$ cat config.mk
export PLATFORM = sky130hd
export DESIGN_NAME = isd_filter
export DESIGN_NICKNAME = d
export VERILOG_FILES = /design/src/design/isd_pkg.sv /design/src/design/isd_filter.sv
export SDC_FILE = /design/constraint.sdc
export NUM_CORES = 1
export LEC_CHECK = 0
export BUFFER_PORTS_ARGS = -buffer_cell sky130_fd_sc_hd__buf_4
export CORE_MARGIN = 2
export CORE_UTILIZATION = 63
export DETAILED_ROUTE_END_ITERATION = 16
export GPL_TIMING_DRIVEN = 0
export MAX_ROUTING_LAYER = met4
export PLACE_DENSITY_LB_ADDON = 0.25
export RECOVER_POWER = 25
export SYNTH_ARGS = -nofsm -noshare
export SYNTH_HDL_FRONTEND = slang
export SYNTH_SLANG_ARGS = --single-unit
export TNS_END_PERCENT = 20
$ cat constraint.sdc
create_clock -name vclk -period 18.7
set_clock_uncertainty 0.2 [all_clocks]
set_input_delay 3.74 -clock vclk [all_inputs]
set_output_delay 3.74 -clock vclk [all_outputs]
set_load 0.01 [all_outputs]
$ cat src/design/isd_pkg.sv
// shared types, register codes and constants for the spike despeckle filter
package isd_pkg;

    // pixel and register widths
    localparam int PIX_W       = 8;
    localparam int WIDTH_W     = 11;
    localparam int HEIGHT_W    = 16;
    localparam int MARGIN_W    = 8;
    localparam int CFG_IDX_W   = 8;
    localparam int CFG_DATA_W  = 16;
    localparam int MAX_WIDTH_D = 1024;

    // neighbour sum holds up to four pixels
    localparam int SUM_W       = PIX_W + 2;

    // divide by three as multiply by reciprocal, exact for sums of three pixels
    localparam int DIV3_MUL    = 683;
    localparam int DIV3_MUL_W  = 10;
    localparam int DIV3_SHIFT  = 11;

    // register reset values
    localparam logic [WIDTH_W-1:0]  WIDTH_RST  = 11'd30;
    localparam logic [HEIGHT_W-1:0] HEIGHT_RST = 16'd20;
    localparam logic [MARGIN_W-1:0] MARGIN_RST = 8'd1;

    // register indexes
    localparam logic [CFG_IDX_W-1:0] CFG_FRAME_WIDTH  = 8'd0;
    localparam logic [CFG_IDX_W-1:0] CFG_FRAME_HEIGHT = 8'd1;
    localparam logic [CFG_IDX_W-1:0] CFG_SPIKE_MARGIN = 8'd2;

    typedef enum logic {
        OP_PIXEL = 1'b0,
        OP_DRAIN = 1'b1
    } op_t;

    typedef struct packed {
        op_t              op;
        logic [PIX_W-1:0] pixel_in;
    } item_t;

    typedef struct packed {
        logic [PIX_W-1:0] pixel_out;
        logic             frame_end;
    } result_t;

    // which neighbours exist for the pixel being filtered
    typedef struct packed {
        logic up;
        logic down;
        logic left;
        logic right;
    } nb_present_t;

endpackage

$ cat src/design/isd_filter.sv
// four-neighbour spike test and neighbour mean
module isd_filter (
    input  logic [isd_pkg::PIX_W-1:0]    centre,
    input  logic [isd_pkg::PIX_W-1:0]    up,
    input  logic [isd_pkg::PIX_W-1:0]    down,
    input  logic [isd_pkg::PIX_W-1:0]    left,
    input  logic [isd_pkg::PIX_W-1:0]    right,
    input  isd_pkg::nb_present_t         present,
    input  logic [isd_pkg::MARGIN_W-1:0] margin,
    output logic [isd_pkg::PIX_W-1:0]    filtered
);

    localparam int CMP_W  = isd_pkg::PIX_W + 1;
    localparam int PROD_W = isd_pkg::SUM_W + isd_pkg::DIV3_MUL_W;

    logic [isd_pkg::SUM_W-1:0] sum;
    logic [2:0]                cnt;
    logic                      spike;
    logic [isd_pkg::SUM_W-1:0] mean;
    logic [PROD_W-1:0]         prod;

    // spike exceeds a neighbour by more than the margin
    function automatic logic above(input logic [isd_pkg::PIX_W-1:0] c,
                                   input logic [isd_pkg::PIX_W-1:0] nb,
                                   input logic [isd_pkg::MARGIN_W-1:0] m);
        logic [CMP_W-1:0] lim;
        lim = CMP_W'(nb) + CMP_W'(m);
        return CMP_W'(c) > lim;
    endfunction

    // sum, count and spike over present neighbours
    always_comb
    begin
        sum   = '0;
        cnt   = '0;
        spike = 1'b1;
        if (present.up)
        begin
            sum = sum + isd_pkg::SUM_W'(up);
            cnt = cnt + 3'd1;
            spike = spike & above(centre, up, margin);
        end
        if (present.down)
        begin
            sum = sum + isd_pkg::SUM_W'(down);
            cnt = cnt + 3'd1;
            spike = spike & above(centre, down, margin);
        end
        if (present.left)
        begin
            sum = sum + isd_pkg::SUM_W'(left);
            cnt = cnt + 3'd1;
            spike = spike & above(centre, left, margin);
        end
        if (present.right)
        begin
            sum = sum + isd_pkg::SUM_W'(right);
            cnt = cnt + 3'd1;
            spike = spike & above(centre, right, margin);
        end
    end

    // truncated mean, divide by three through reciprocal
    assign prod = PROD_W'(sum) * PROD_W'(isd_pkg::DIV3_MUL);

    always_comb
    begin
        unique case (cnt)
            3'd1:    mean = sum;
            3'd2:    mean = sum >> 1;
            3'd3:    mean = isd_pkg::SUM_W'(prod >> isd_pkg::DIV3_SHIFT);
            3'd4:    mean = sum >> 2;
            default: mean = isd_pkg::SUM_W'(centre);
        endcase
    end

    assign filtered = (spike && cnt != 3'd0) ? mean[isd_pkg::PIX_W-1:0] : centre;

endmodule

==> impl_results.md, run 1 <==
- FF+latch count: 0
- Post-Syn Instances: roughly 690
- Critical Path Start: present[3]
- Largest net degree at the start of global routing: 11
- Final HPWL DP: around 13,000 um
- First-pass GRT wire length: around 24,000 um
- Post-CTS repair timing setup buffer count: 0
- Worst Max-Slew Pin Slew: roughly 0.81 ns
- ANT nets after route: 0
- Initial detailed-routing violation count: 232
- Area post-placement: 6020 um2
- RSZ-0062 raised after global routing: no
- Sum of negative setup slack: 0 ns
- IO Pins: 60
- Worst EP arrival: roughly 14 ns
- Row cnt: 33
- Register Area: 0 um2
- PostCTS Resize Cnt: 0
- Final Critical Period: around 18 ns
- Yosys cell types: 67
- Synth warn: 0
- Tcrit/Tclk final: 96.0%
- Syn_nets: between 900 and 1,000
- Die Width: 96.9 um
- Most numerous cell on the critical path: ha_1
- RD Place Congestion: around 0.98
- Hold Startpoint: centre[0]
- Total power: ~1 mW
- WL final: about 15,000 um
- Worst path max stage delay: about 0.7 ns
- Crit Path Max Fanout: 10
- Post-Syn Area: about 5400 um2
- Syn_area_per_cell: 7.95 um2
- Fin. Hold Viols: 0
- Final setup vio count: 0
- Status: finished clean
- PwrDens: around 160 nW/um2
- Crit end category: primary output
- Achievable Freq: ~56 MHz
- Clock Buffer Count: 0
- IO buf count: 59
- Slew Viols, Final: 0
- Area Overhead vs Synth: 10.5%
- Die area: ~9400 um2
- CORE AREA: between 8000 and 9000 um2
- DRT Pass-1 Iters: 7
- P_leak: slightly above 3 nW
- Hold_buf cts: 0
- Final #Nets: around 1,000
- Slowest-stage cell, CP: a2111oi_0
- DR WL/cell: between 15 and 20 um
- Crit Path Class: in -> out
- Antenna cell count: 0
- Initial core utilization: roughly two thirds
- Via count: between 5,000 and 6,000
- Max-Slew Margin vs Limit: approximately 45%
- Max Cap Viol: 0
- Hold slack: 7.57 ns
- HP Class: in -> out
- CP Launch Type: input port
- Design area: about 6000 um2
- Critical Path RT: 14.76 ns
- Gr usage total: about a third
- Average vias per placed instance: ~6.3
- Fill cells: ~680
- Hold depth: 3
- Max rail drop VDD: between 0.0001 and 0.00015 V
- DRC: 0
- Die H: between 90 and 100 um
- Layout cells sized above 1: a little under an eighth
- Final global-route overflow total: 0
- Sequential fraction of the synthesis area: 0%
- Vias in the first global route: 5,405
- Initial antenna violation count: 0
==> critical path: cells and delay by family <==
| family | cells | cell delay (ns) |
|---|---|---|
| buffers and inverters | 7 | 1.20 |
| AND/OR/NAND/NOR | 7 | 0.85 |
| XOR/XNOR | 4 | 0.96 |
| AO/OA/AOI/OAI | 14 | 3.42 |
| adder cells (fa/ha/maj) | 10 | 3.83 |
==> worst paths after layout <==
check / slack [ns] / end
worst max-delay path: 0.74 / filtered[4]
worst min-delay path: 7.57 / filtered[0]
==> kinds of logic after synthesis <==
kind of cell	Yosys count	share of synthesized area, %
compound gates	198	24.3
buf+inv	89	6.64
xor+xnor	50	8.05
fa+ha+maj	176	44.2
mux	11	2.18
simple gates	161	14.6
==> report_power, final <==
| group | switching [mW] | internal [mW] | leakage (nW) | total (mW) |
|---|---|---|---|---|
| clock | 0 | 0 | 0 | 0 |
| combinational | 0.564 | 0.426 | 3.10 | 0.990 |
| sequential | 0 | 0 | 0 | 0 |
==> cells in the final DEF (no fill, tap or decap), types with 8 or more instances in the layout <==
| cell type | netlist | layout |
|---|---|---|
| and2_1 | 9 | 8 |
| or3_1 | 9 | 9 |
| a21oi_1 | 49 | 49 |
| o211ai_1 | 11 | 11 |
| nor2_1 | 36 | 36 |
| a31oi_1 | 9 | 9 |
| o21bai_1 | 13 | 13 |
| ha_1 | 149 | 149 |
| a21o_1 | 23 | 23 |
| inv_1 | 74 | 74 |
| xnor2_1 | 35 | 35 |
| nor3_1 | 13 | 13 |
| xor2_1 | 15 | 15 |
| nand2_1 | 40 | 40 |
| fa_1 | 27 | 27 |
| o21ai_0 | 33 | 33 |
| buf_4 | 2 | 60 |
| nand3_1 | 16 | 16 |
| nand4_1 | 8 | 8 |
==> Yosys cell counts (4+ instances only) <==
master | number | share of area (%)
o21ai_1 | 6 | 0.55
or3_1 | 9 | 1.0
nand2_1 | 40 | 2.8
xor2_1 | 15 | 2.4
a31oi_1 | 9 | 1.0
o21bai_1 | 13 | 1.8
fa_1 | 27 | 9.9
mux2i_1 | 4 | 0.74
nor3_1 | 13 | 1.2
nand4_1 | 8 | 0.92
a221oi_1 | 4 | 0.64
inv_1 | 74 | 5.1
mux2_2 | 7 | 1.4
o21a_1 | 7 | 0.97
or2_2 | 4 | 0.46
a21o_1 | 23 | 3.2
o21ai_0 | 33 | 3.0
xnor2_1 | 35 | 5.6
nor2b_1 | 7 | 0.80
ha_1 | 149 | 34
nand2b_1 | 7 | 0.80
nand3_1 | 16 | 1.5
o211ai_1 | 11 | 1.5
a21oi_1 | 49 | 4.5
nor2_1 | 36 | 2.5
and2_1 | 9 | 1.0
==> routing by layer <==
layer  vias up  wire [um]  global-route usage [%]
met5         -          0                       -
met4         0        919                    15.7
met3        65        585                   0.939
met2       202       7530                    60.3
met1      2473       5940                    34.6
li1       2621          -                       -
==> final cells by class <==
cell class | count | area [um2] | area share, %
Timing Repair Buffer | 59 | 439 | 7.30
Multi-Input combinational cell | 596 | 5080 | 84.5
Buffer | 13 | 76.3 | 1.27
Inverter | 76 | 285 | 4.74
Tap cell | 105 | 131 | 2.18
==> metrics by stage <==
stage                     utilization [%]  std cells  setup WS, ns
after global placement               72.5        849          1.38
after global routing                 72.5        849         0.225
after CTS                            72.5        849          1.10
after floorplan                         -        685          2.99
final                                72.5        849         0.739
after detailed placement             72.5        849          1.13
(Power assumes the default switching activity.)
==> inputs of run 2 (changes only) <==
- CORE_UTILIZATION: 63 -> 68
- clock period: 18.7 -> 21.1 ns (I/O delays scaled with it)
==> run 2 against run 1 <==
Against the previous run: setup slack better by 1.7 ns; sequential share of layout area unchanged; non-clock buffer count unchanged; critical path depth unchanged; critical path type unchanged; largest cell class unchanged.
==> impl_results.md, run 2 (synthesis results as in run 1) <==
- Status: finished clean
- Tcrit/Tclk final: 88.7%
- Initial core utilization: 70.4%
- Crit end category: primary output
- Gr usage total: between 30% and 40%
- DRC: 0
- Die H: 93.5 um
- Final WS setup: around 2.4 ns
- Slew Viols, Final: 0
- Area Overhead vs Synth: 10.4%
- Final Critical Period: approximately 19 ns
- Die Width: between 90 and 100 um
- Final setup vio count: 0
- Most common cell after layout, fill and taps aside: ha_1
- Buf+Inv Stages, Crit Path: 7
- Average vias per placed instance: about 6.4
- Register Area: 0 um2
- Fin. Hold Viols: 0
- Final #Nets: approximately 970
- Row cnt: 32
- Hold Startpoint: centre[0]
- First-pass GRT wire length: between 20,000 and 30,000 um
- Achievable Freq: about 53 MHz
- Layout cells sized above 1: between 10% and 20%
- Sum of negative setup slack: 0 ns
- Hold_buf cts: 0
- IO Pins: 60
- RD Place Congestion: between 0.9 and 1
- Worst EP arrival: 14.29 ns
- Post-Place Worst Slack: 2.63 ns
- DRT Pass-1 Iters: 5
- Max Cap Viol: 0
- Most numerous cell on the critical path: ha_1
- Max-Slew Margin vs Limit: 51.8%
- HP Class: in -> out
- Via count: 5,441
- Initial antenna violation count: 0
- CP Launch Type: input port
- Hold depth: 3
- Worst path max stage delay: about 0.53 ns
- Largest net degree at the start of global routing: 11
- Final global-route overflow total: 0
- RSZ-0062 raised after global routing: no
- Util after Layout: between 70% and 80%
- Hold slack: approximately 8.5 ns
- DR WL/cell: ~18 um
- Slowest-stage cell, CP: fa_1
- FF+latch count: 0
- Crit Path Class: in -> out
- P_leak: between 3 and 4 nW
- ANT nets after route: 0
- Clock Buffer Count: 0
- Critical Path RT: between 15 and 20 ns
- Top delay family on crit path: adder cells
- Worst Max-Slew Pin Slew: between 0.7 and 0.8 ns
- Vias in the first global route: approximately 5,600
- Most frequent cells in the layout: ha_1, inv_1, buf_4, a21oi_1, nand2_1
- Final HPWL DP: about 13,000 um
- Post-CTS repair timing setup buffer count: 0
- Crit Path Max Fanout: 10
- Initial detailed-routing violation count: between 200 and 300
- PwrDens: 146 nW/um2
- PostCTS Resize Cnt: 0
- IO buf count: 59
- Die area: a little under 9000 um2
- Hold Path Sink: filtered[0]
- Antenna cell count: 0
- Max rail drop VDD: roughly 0.00013 V
- WL final: between 15,000 and 20,000 um
- CORE AREA: 7730 um2
==> run 2: cell counts in the layout (fill, tap and decap cells not counted) <==
No cell type changed its count.
==> run 2: how the worst max path moves through the flow <==
stage | startpoint | endpoint | slack (ns) | cells after the start
after floorplan | present[3] | filtered[5] | 4.43 | 39
after global placement | present[3] | filtered[4] | 2.86 | 42
after detailed placement | present[3] | filtered[4] | 2.63 | 42
after CTS | present[3] | filtered[4] | 2.64 | 42
after global routing | present[3] | filtered[4] | 1.79 | 42
final | present[3] | filtered[4] | 2.39 | 42
==> run 2: cell type report <==
cell class,instances,area (um2)
Tap cell,102,128
Timing Repair Buffer,59,439
Inverter,76,285
Buffer,13,76.3
Fill cell,593,1720
Multi-Input combinational cell,596,5080
==> run 2: layer usage <==
layer / vias up / track usage, % / wire [um]
met5: - / - / 0
met2: 193 / 68.9 / 7790
met4: 0 / 15.6 / 735
li1: 2628 / - / -
met3: 58 / 1.21 / 592
met1: 2562 / 39.4 / 5910
==> run 2: through the flow <==
stage | total power [mW] | area, um2 | instances
6_report | 0.877 | 6010 | 846
4_1_cts | 0.870 | 6010 | 846
3_5_place_dp | 0.864 | 6010 | 846
2_1_floorplan | 0.663 | 5440 | 685
3_3_place_gp | 0.817 | 6010 | 846
5_1_grt | 0.989 | 6010 | 846
==> run 2: power breakdown <==
group,internal (mW),switching (mW)
clock network,0,0
registers,0,0
logic,0.377,0.500
total,0.377,0.500
==> inputs of run 3 (changes only) <==
- CORE_MARGIN: 2 -> default
- CORE_UTILIZATION: 68 -> 28
==> run 3 against run 2 <==
Against the previous run: fmax rose by 0.75%; die area rose by 130%; largest power group unchanged; critical path type unchanged; combinational power fell by 3.0%; sequential share of layout area did not move; utilization fell by 45 points; power fell by 2.9%.
==> impl_results.md, run 3 (synthesis results as in run 1) <==
- CORE AREA: about 19,000 um2
- Die area: around 20,000 um2
- Final global-route overflow total: 0
- Met2 WL post-DR: between 7000 and 8000 um
- Antenna cell count: 0
- Average vias per placed instance: 4.98
- CP Launch Type: input port
- Max-Slew Margin vs Limit: roughly half
- RSZ-0062 raised after global routing: no
- Max Cap Viol: 0
- Die Width: between 100 and 150 um
- HP Class: in -> out
- Hold Path Sink: filtered[0]
- First-pass GRT wire length: ~25,000 um
- Post-Place Worst Slack: 2.50 ns
- Initial detailed-routing violation count: ~200
- Worst Max-Slew Pin Slew: ~0.74 ns
- Via count: between 4,000 and 5,000
- Crit Path Class: in -> out
- Layout cells sized above 1: between 10% and 20%
- Worst path max stage delay: 0.58 ns
- RD Place Congestion: 0.886
- Area Overhead vs Synth: 14.0%
- Worst EP arrival: around 14 ns
- Sum of negative setup slack: 0 ns
- Row cnt: 50
- Clock power frac: 0%
- Post-Route M1 WL: 7590 um
- Fill cells: approximately 2,100
- Util after Layout: around a third
- WL met3: around 220 um
- Critical Path RT: 16.68 ns
- FF+latch count: 0
- ANT nets after route: 0
- Register Area: 0 um2
- Max rail drop VDD: 0.000122 V
- PostCTS Resize Cnt: 0
- WL final: roughly 16,000 um
- DRT Pass-1 Iters: 6
- Most numerous cell on the critical path: ha_1
- Sw power: roughly 0.48 mW
- Gr usage total: between 10% and 20%
- Final WS setup: ~2.5 ns
- Crit Path Max Fanout: 10
- Top routing layer used: met4
- Crit end category: primary output
- Hold Startpoint: centre[0]
- IO Pins: 60
- Sequential share of power: 0%
- IO buf count: 59
- Hold_buf cts: 0
- Final HPWL DP: approximately 14,000 um
- Initial core utilization: ~29%
- Hold depth: 3
- Status: finished clean
- Fin. Hold Viols: 0
- Tcrit/Tclk final: ~90%
- Comb pwr share: between 90% and 100%
- Final #Nets: between 900 and 1,000
- Most frequent cells in the layout: ha_1, inv_1, buf_4, a21oi_1, nand2_1
- Initial antenna violation count: 0
- Largest net degree at the start of global routing: 11
- Slowest-stage cell, CP: a2111oi_0
- PwrDens: 137 nW/um2
- Post-CTS repair timing setup buffer count: 0
- Slew Viols, Final: 0
- Vias in the first global route: just under 5,000
- Final Critical Period: 18.57 ns
- Achievable Freq: around 54 MHz
- Clock Buffer Count: 0
- DR WL/cell: roughly 15 um
- Die H: 141 um
- P_leak: around 3.1 nW
- Switching part of the total: between 50 and 60%
- DRC: 0
- Most common cell after layout, fill and taps aside: ha_1
- Final setup vio count: 0
- Internal: approximately 0.37 mW
## run 3: power by group through the flow
stage	logic (mW)	clock network, mW	registers, mW
floorplan	0.663	0	0
global route	0.990	0	0
global placement	0.853	0	0
CTS	0.866	0	0
finish	0.851	0	0
detailed placement	0.859	0	0
## run 3: per-layer routing
metal,vias up,global-route usage [%]
met5,-,-
met4,0,2.26
met3,11,0.0675
met2,61,29.1
met1,2303,21.1
li1,2621,-
## run 3: through the flow
step	std cells	power [mW]	hold slack, ns	cell area, um2
4_1_cts	1004	0.866	8.54	6210
3_3_place_gp	1004	0.853	8.53	6210
3_5_place_dp	1004	0.859	8.54	6210
2_1_floorplan	685	0.663	8.35	5440
5_1_grt	1004	0.990	8.55	6210
6_report	1004	0.851	8.53	6210
## run 3: worst max-delay path, delay by kind of cell
kind | cells | cell delay, ns
AO/OA/AOI/OAI | 14 | 3.19
XOR/XNOR | 4 | 1.01
adder cells (fa/ha/maj) | 10 | 3.83
buffers and inverters | 7 | 1.04
AND/OR/NAND/NOR | 7 | 0.84
## run 3: area by class of cell
cell class	instances	area [um2]	area share [%]
Inverter	76	285	4.60
Tap cell	260	325	5.24
Buffer	13	76.3	1.23
Timing Repair Buffer	59	443	7.14
Multi-Input combinational cell	596	5080	81.8
## run 3: worst max path at each step
stage                           from           to  slack, ns  cells past startpoint
after floorplan           present[3]  filtered[5]       4.43                     39
after global placement    present[3]  filtered[4]       2.53                     42
after detailed placement  present[3]  filtered[4]       2.50                     42
after CTS                 present[3]  filtered[4]       2.48                     42
after global routing      present[3]  filtered[4]       1.88                     42
final                     present[3]  filtered[4]       2.53                     42
